$ cat config.mk
export PLATFORM = sky130hd
export DESIGN_NAME = lzwc_front
export DESIGN_NICKNAME = d
export VERILOG_FILES = /design/src/sv/lzwc_pkg.sv /design/src/sv/lzwc_front.sv
export SDC_FILE = /design/constraint.sdc
export NUM_CORES = 1
export LEC_CHECK = 0
export ABC_AREA = 0
export BUFFER_PORTS_ARGS = -buffer_cell sky130_fd_sc_hd__buf_2
export CORE_MARGIN = 2
export CORE_UTILIZATION = 38
export CTS_CLUSTER_DIAMETER = 60
export DETAILED_ROUTE_END_ITERATION = 10
export GPL_TIMING_DRIVEN = 0
export SYNTH_ARGS = -nofsm -noshare
export SYNTH_HDL_FRONTEND = slang
export SYNTH_SLANG_ARGS = --single-unit
$ cat constraint.sdc
create_clock -name clock -period 1.6 [get_ports clock]
set_input_delay 0.16 -clock clock [delete_from_list [all_inputs] [get_ports clock]]
set_output_delay 0.16 -clock clock [all_outputs]
set_load 0.05 [all_outputs]
$ cat src/sv/lzwc_pkg.sv
package lzwc_pkg;

   localparam int DICT_SIZE  = 4095;
   localparam int CODE_BITS  = 12;
   localparam int BYTE_BITS  = 8;
   localparam int FIRST_CODE = 256;
   localparam int CodeCap    = (1 << CODE_BITS) - 1;
   // Codes above this limit are never assigned, so a code always fits in CODE_BITS.
   localparam int CODE_LIMIT = (DICT_SIZE < CodeCap) ? DICT_SIZE : CodeCap;

   // The hash store is indexed by a slot number as wide as a code.
   localparam int SLOT_BITS  = 12;
   localparam int SLOT_DEPTH = 1 << SLOT_BITS;
   localparam int EPOCH_BITS = 4;

   localparam int QUEUE_DEPTH = 2;
   localparam int QPTR_BITS   = $clog2(QUEUE_DEPTH);
   localparam int QCOUNT_BITS = $clog2(QUEUE_DEPTH + 1);

   typedef logic [CODE_BITS-1:0]  code_type;
   typedef logic [BYTE_BITS-1:0]  data_type;
   typedef logic [SLOT_BITS-1:0]  slot_type;
   typedef logic [EPOCH_BITS-1:0] epoch_type;

   // One slot of the hash store. A slot is in use only when its epoch matches
   // the current stream and its code is nonzero.
   typedef struct packed {
      epoch_type epoch;
      code_type  code;
      code_type  prefix;
      data_type  data;
   } entry_type;

   typedef struct packed {
      data_type data;
      logic     last;
      logic     first;
   } item_type;

   typedef struct packed {
      logic     valid;
      item_type item;
   } queue_out_type;

   typedef struct packed {
      logic     clearing;
      code_type next_free;
   } status_type;

   typedef enum logic [2:0] {
      ST_CLEAR,
      ST_IDLE,
      ST_CHECK,
      ST_EMIT,
      ST_EMIT_LAST
   } state_type;

   function automatic slot_type slot_hash(code_type prefix, data_type data);
      slot_type h;
      h = slot_type'(prefix) ^ slot_type'({data, 4'h0}) ^ slot_type'(data);
      return h;
   endfunction

endpackage

$ cat src/sv/lzwc_front.sv
module lzwc_front (
   input  logic                     clock,
   input  logic                     reset,
   input  logic                     req_valid,
   input  lzwc_pkg::data_type       req_data_byte,
   input  logic                     req_end_of_input,
   output logic                     req_stall,
   input  logic                     pop,
   output lzwc_pkg::queue_out_type  q
);

   lzwc_pkg::item_type                  slots_ff [lzwc_pkg::QUEUE_DEPTH];
   logic [lzwc_pkg::QPTR_BITS-1:0]      wr_ptr_ff, wr_ptr_in;
   logic [lzwc_pkg::QPTR_BITS-1:0]      rd_ptr_ff, rd_ptr_in;
   logic [lzwc_pkg::QCOUNT_BITS-1:0]    count_ff, count_in;
   logic                                first_ff, first_in;
   logic                                full;
   logic                                accept;
   lzwc_pkg::item_type                  new_item;

   assign full   = (count_ff == lzwc_pkg::QCOUNT_BITS'(lzwc_pkg::QUEUE_DEPTH));
   assign accept = req_valid && !full;

   assign req_stall = full;

   // The front knows on its own whether a beat opens a stream: the beat after
   // an end marker, or the first one after reset.
   always_comb begin
      new_item.data  = req_data_byte;
      new_item.last  = req_end_of_input;
      new_item.first = first_ff;
   end

   always_comb begin
      wr_ptr_in = wr_ptr_ff;
      rd_ptr_in = rd_ptr_ff;
      count_in  = count_ff;
      first_in  = first_ff;
      if (accept) begin
         wr_ptr_in = lzwc_pkg::QPTR_BITS'(wr_ptr_ff + 1'b1);
         first_in  = req_end_of_input;
      end
      if (pop) begin
         rd_ptr_in = lzwc_pkg::QPTR_BITS'(rd_ptr_ff + 1'b1);
      end
      case ({accept, pop})
         2'b10:   count_in = lzwc_pkg::QCOUNT_BITS'(count_ff + 1'b1);
         2'b01:   count_in = lzwc_pkg::QCOUNT_BITS'(count_ff - 1'b1);
         default: count_in = count_ff;
      endcase
   end

   always_ff @(posedge clock) begin
      if (reset) begin
         wr_ptr_ff <= '0;
         rd_ptr_ff <= '0;
         count_ff  <= '0;
         first_ff  <= 1'b1;
      end else begin
         wr_ptr_ff <= wr_ptr_in;
         rd_ptr_ff <= rd_ptr_in;
         count_ff  <= count_in;
         first_ff  <= first_in;
      end
   end

   always_ff @(posedge clock) begin
      if (accept) begin
         slots_ff[wr_ptr_ff] <= new_item;
      end
   end

   always_comb begin
      q.valid = (count_ff != '0);
      q.item  = slots_ff[rd_ptr_ff];
   end

endmodule

# After elaboration in Yosys (flattened, before gate mapping)

Memories as Yosys holds them, arrays and structs flattened. A register that Yosys moved wholly into a read port is not among the register bits.
Cells that the tools add are included.

Add/subtract/negate cells: 4
$mul: 0
Div/mod/pow operators: 0
$lt $le $gt $ge: 0
Equality and inequality tests: 3
Shift operators: 0
Multiplexer cells: 5
Bitwise gates (word level): 0
Reduce and logical (&&, ||, !) cells: 4

Operator list:

| cell                                                               | count |
|---|---|
| 2-bit == test, second input constant                               | 2 |
| 1-bit two-way mux                                                  | 4 |
| 2-bit case mux with 2 select lines                                 | 1 |
| 2-bit nonzero test                                                 | 2 |
| 1-bit adder, second input constant                                 | 2 |
| 2-bit by 1-bit adder with 2-bit output, second input constant      | 1 |
| 2-bit by 1-bit == test with 1-bit output, second input constant    | 1 |
| 2-bit by 1-bit subtractor with 2-bit output, second input constant | 1 |
| 1-bit logical AND                                                  | 1 |
| 1-bit zero test                                                    | 1 |

Register bits: 5
Bits in latches: 0
Memory bits (writable): 20
Memory bits (read-only): 0
Input bits: 13
Output and inout bits: 12
Word-level logic and storage cells: 21
Memories kept: 1

Memory list:

| name     | words | bits a word | rd ports | clocked after Yosys merged registers in | wr ports | RTL line         | text |
|---|---|---|---|---|---|---|---|
| slots_ff | 2     | 10          | 1        | 1                                       | 1        | lzwc_front.sv:12 | `lzwc_pkg::item_type slots_ff [lzwc_pkg::QUEUE_DEPTH];` |

# Logic depth before layout (Yosys ltp)

Depth in word-level cells: 5
Gate-level depth with buffers: 6
Gate-level depth less buffers: 6

# Worst setup path after synthesis

Ideal clock, no wire load.

Path kind: reg2reg
From: register count_ff[0] (netlist bit)
To: memory slots_ff[0][0] (netlist bit) (enable)
Library setup time: 0.334 ns
Arrival time: 1.201 ns
Required time: 1.266 ns
Slack: 0.065 ns
Cell stages (with the launch flop): 5
Path buffers: 0
Clock period less this slack: 1.535 ns
Cell sequence: dfxtp_1 -> nand2b_4 -> inv_2 -> or3_1 -> inv_1

Cells in the longest elaborated chain, start to end: 5

RTL lines:

| what                                    | RTL line         | text |
|---|---|---|
| start: declaration                      | lzwc_front.sv:15 | `logic [lzwc_pkg::QCOUNT_BITS-1:0] count_ff, count_in;` |
| start signal: assignment                | lzwc_front.sv:62 | `count_ff <= count_in;` |
| 2-bit == test                           | lzwc_front.sv:21 | `assign full = (count_ff == lzwc_pkg::QCOUNT_BITS'(lzwc_pkg::QUEUE_DEPTH));` |
| via req_stall                           | lzwc_front.sv:7  | `output logic req_stall,` |
| 1-bit zero test                         | lzwc_front.sv:22 | `assign accept = req_valid && !full;` |
| 1-bit logical AND                       | lzwc_front.sv:22 |  |
| 1-bit two-way mux                       | lzwc_front.sv:68 | `if (accept) begin` |
| 1-bit two-way mux (not written as such) | lzwc_front.sv:69 | `slots_ff[wr_ptr_ff] <= new_item;` |
| end: declaration                        | lzwc_front.sv:12 |  |

The timed path passes the listed nets, and every way through them passes these cells.

==> results.json <==
{
  "grt_ovf": 0,
  "globalRouteMet3Util_pct": 2.73,
  "number_of_antenna_violations_at_the_first_check_in_global_routing": 0,
  "synthTopCellsByCount": "sky130_fd_sc_hd__edfxtp_1, sky130_fd_sc_hd__mux2_2, sky130_fd_sc_hd__dfxtp_1",
  "finalCoreUtilization_pct": 50.3,
  "area_of_the_die_sq_um": 3000,
  "largest_net_degree_at_the_start_of_global_routing": 16,
  "ctsLongestPathBuffers": 2,
  "dpl.hpwl_microns": 1020,
  "cts_htree_levels": 1,
  "grt_use_met2_pct": 17.7,
  "worst_hold_path.num_cells": 1,
  "arrival_time_reported_for_the_critical_path_endpoint_ps": 1350,
  "post-layout-total-power_mw": 1.68,
  "grtUsageTotal_pct": 10.2,
  "power_density_nw_per_um2": 1370,
  "run_status": "finished clean",
  "final_antenna_net_count": 0,
  "crit_chain": "buf_6 -> mux2_2 -> clkbuf_4",
  "clock_insertion_delay_worst_skew_ps": 310,
  "synth.top_cells.by_area": "sky130_fd_sc_hd__edfxtp_1, sky130_fd_sc_hd__dfxtp_1, sky130_fd_sc_hd__mux2_2",
  "worstSetupPathType": "register to output port",
  "timing.final.crit_period_ps": 1510,
  "worstPathRequired_ps": 1440,
  "layout.cell_area.non_filler_sq_um": 1230,
  "fmaxAchievable_mhz": 660,
  "tritoncts_num_sinks": 26,
  "hold_viol": 0,
  "postSynthCellCount": 59,
  "maximum_single_stage_delay_on_the_critical_path_ps": 350,
  "hold_path.class": "input port to register",
  "yosysSeqAreaShare_pct": 73.6,
  "ctsRootBufferMaster": "sky130_fd_sc_hd__clkbuf_4",
  "timing.final.ws_setup_ps": 85.0,
  "yosysMostFrequentCell": "sky130_fd_sc_hd__edfxtp_1",
  "synth-compound-area-share_pct": 2.94,
  "preCtsSetupSlack_ps": -3.75,
  "tightest_slew_ps": 257,
  "die_w_microns": 54.8,
  "syn2layout_area_growth_pct": 25.9,
  "hold-path-endpoint": "slots_ff[1][3]",
  "cellLeakagePower_nw": 0.486,
  "grt_pass1_wl_microns": 2080,
  "ys_warn_count": 0,
  "antennaDiodeCount": 0,
  "post_synth_fa_ha_maj_area_fraction_pct": 1.28,
  "syn-cell-area_sq_um": 980,
  "post-synth-top-area-fraction_pct": 61.3,
  "rsz0062_at_grt": "false",
  "finalClockSkew_ps": 11.0,
  "synth_cell_types": 18,
  "synth-simple-area-share_pct": 6.39,
  "drc": 0,
  "synth_largest_area_cell": "sky130_fd_sc_hd__edfxtp_1",
  "timing.rr.end": "count_ff[1]",
  "drt_iter0_markers": 2,
  "wl_per_cell_microns": 12.1,
  "placed_area_sq_um": 1140,
  "initial_core_util_pct": 39.9,
  "tritoncts.num_buffers": 3,
  "slew_viol_final": 0,
  "post-route-period-util_pct": 94.7,
  "placement_rows": 18,
  "vias_per_cell": 4.75,
  "filler_cell_count": 218,
  "synthesis.nets": 73,
  "end_kind": "output port",
  "layoutNonFillerInstCount": 120,
  "post_synth.cell_area_avg_sq_um": 16.6,
  "count_of_input_and_output_buffers": 24,
  "vertical_die_dimension_microns": 54.8,
  "dr_total_vias": 570,
  "gp_routability_congestion": 0.675,
  "rr_startpoint": "count_ff[0]",
  "path_max_fanout": 10,
  "synthArstFlopShare_pct": 0,
  "setup_violations": 0,
  "share_of_layout_cells_above_drive_strength_1_pct": 51.1,
  "fp.coreArea_sq_um": 2450,
  "post-cts-setup-buffer-count": 0,
  "synth_enable_flop_cells": 20,
  "setup.worst_path.start_class": "register",
  "nets": 105,
  "crit_path_top_delay_cell": "sky130_fd_sc_hd__dfxtp_1",
  "synth-main-ff-cell": "sky130_fd_sc_hd__edfxtp_1",
  "route.final.wire_length_microns": 1450,
  "firstDrtPassIters": 2,
  "hp-start": "req_data_byte[1]",
  "hold_slack_ps": 20.9,
  "tritoncts": "built",
  "largest_family_of_logic_cells_by_synthesized_area": "multiplexers",
  "synth_xor_area_share_pct": 2.68,
  "flop_and_latch_count_out_of_synthesis": 26,
  "post_synth_mux_area_share_pct": 11.5,
  "rr_worst_depth": 5,
  "grt_pass1_vias": 502,
  "cap_viol_max_count": 0,
  "finalSetupTns_ps": 0,
  "design.portCount": 25,
  "cp_num_buf_inv": 2,
  "cts_clock_pin_slew_for_the_worst_setup_and_hold_paths_ps": 140,
  "ir_worst_vdd_uv": 838,
  "global_route.peak_usage_layer": "met2",
  "worst_path_dominant_cell_family": "buffers and inverters",
  "m1_gr_usage_pct": 11.0,
  "r2r_setup_slack_ps": 110,
  "numPlacedInstances": 113,
  "maxSlewHeadroom_pct": 82.9
}
cells by family after synthesis:
group           after synthesis
compound gates                5
xor+xnor                      3
fa+ha+maj                     1
buf+inv                       4
flops                        26
mux                          10
simple gates                 10
final cells by class:
| type | count | area [sq um] | area share [%] |
|---|---|---|---|
| multi-input cells | 29 | 243 | 19.7 |
| well taps | 30 | 37.5 | 3.04 |
| plain buffers | 1 | 11.3 | 0.913 |
| repair buffers | 27 | 153 | 12.4 |
| flip-flops and latches | 26 | 722 | 58.5 |
| clock buffers | 3 | 22.5 | 1.83 |
| inverters | 3 | 15.0 | 1.22 |
| clock inverters | 1 | 30.0 | 2.43 |
worst max path at each step:
stage	end	slack, ps	from	depth (start not counted)
finish	q[1]	90	register	3
global route	q[1]	20	register	3
CTS	q[1]	30	register	3
detailed placement	slots_ff[0][2]	-4	count_ff[0]	4
global placement	slots_ff[0][9]	5	count_ff[0]	4
floorplan	slots_ff[0][0]	70	count_ff[0]	4
worst register-to-register path: cells and delay by family (launching register included):
kind / cells / cell delay (ps)
adder cells (fa/ha/maj): 1 / 320
AO/OA/AOI/OAI: 1 / 130
AND/OR/NAND/NOR: 3 / 600
flip-flops: 1 / 390
power breakdown:
group | total (mW) | switching, mW | internal, mW | leakage, nW
Combinational | 0.413 | 0.277 | 0.135 | 0.222
Clock | 0.439 | 0.185 | 0.253 | 0.0279
Sequential | 0.833 | 0.0289 | 0.804 | 0.236
Total | 1.68 | 0.492 | 1.19 | 0.486
registers in the layout, indices dropped and copies added, names as in the netlist, named ones only:
register   cells
wr_ptr_ff      1
first_ff       1
rd_ptr_ff      1
count_ff       2
slots_ff      20
layer usage:
layer	share of wire, %	routed length [microns]	vias up
met2	49	717	15
met1	44	641	270
met5	0	0	-
li1	-	-	283
met4	0.89	13	0
met3	5.6	81	2
placed cells by master, fill, tap and decap left out:
cell type / Yosys / final
sky130_fd_sc_hd__nand2_1: 1 / 1
sky130_fd_sc_hd__buf_6: 0 / 1
sky130_fd_sc_hd__inv_2: 1 / 1
sky130_fd_sc_hd__dlygate4sd3_1: 0 / 3
sky130_fd_sc_hd__or3_1: 2 / 2
sky130_fd_sc_hd__inv_1: 2 / 1
sky130_fd_sc_hd__clkinvlp_4: 0 / 1
sky130_fd_sc_hd__a211o_1: 1 / 1
sky130_fd_sc_hd__xnor2_1: 2 / 2
sky130_fd_sc_hd__dfxtp_2: 0 / 1
sky130_fd_sc_hd__and3_2: 2 / 2
sky130_fd_sc_hd__edfxtp_1: 20 / 20
sky130_fd_sc_hd__xor2_1: 1 / 1
sky130_fd_sc_hd__buf_2: 1 / 23
sky130_fd_sc_hd__clkbuf_4: 0 / 4
sky130_fd_sc_hd__mux2_2: 10 / 10
sky130_fd_sc_hd__a21oi_1: 2 / 2
sky130_fd_sc_hd__dfxtp_1: 6 / 5
sky130_fd_sc_hd__nand2b_4: 1 / 1
sky130_fd_sc_hd__nor2_1: 3 / 3
sky130_fd_sc_hd__o21ai_0: 2 / 2
sky130_fd_sc_hd__ha_1: 1 / 1
sky130_fd_sc_hd__bufinv_16: 0 / 1
sky130_fd_sc_hd__or2_2: 1 / 1
repair_timing:
item,CTS,global route
hold endpoints to repair,0,6
setup endpoints to repair,20,2
resized for setup,2,3
pin swaps,0,0
hold buffers,0,3
(Power assumes the default switching activity.)
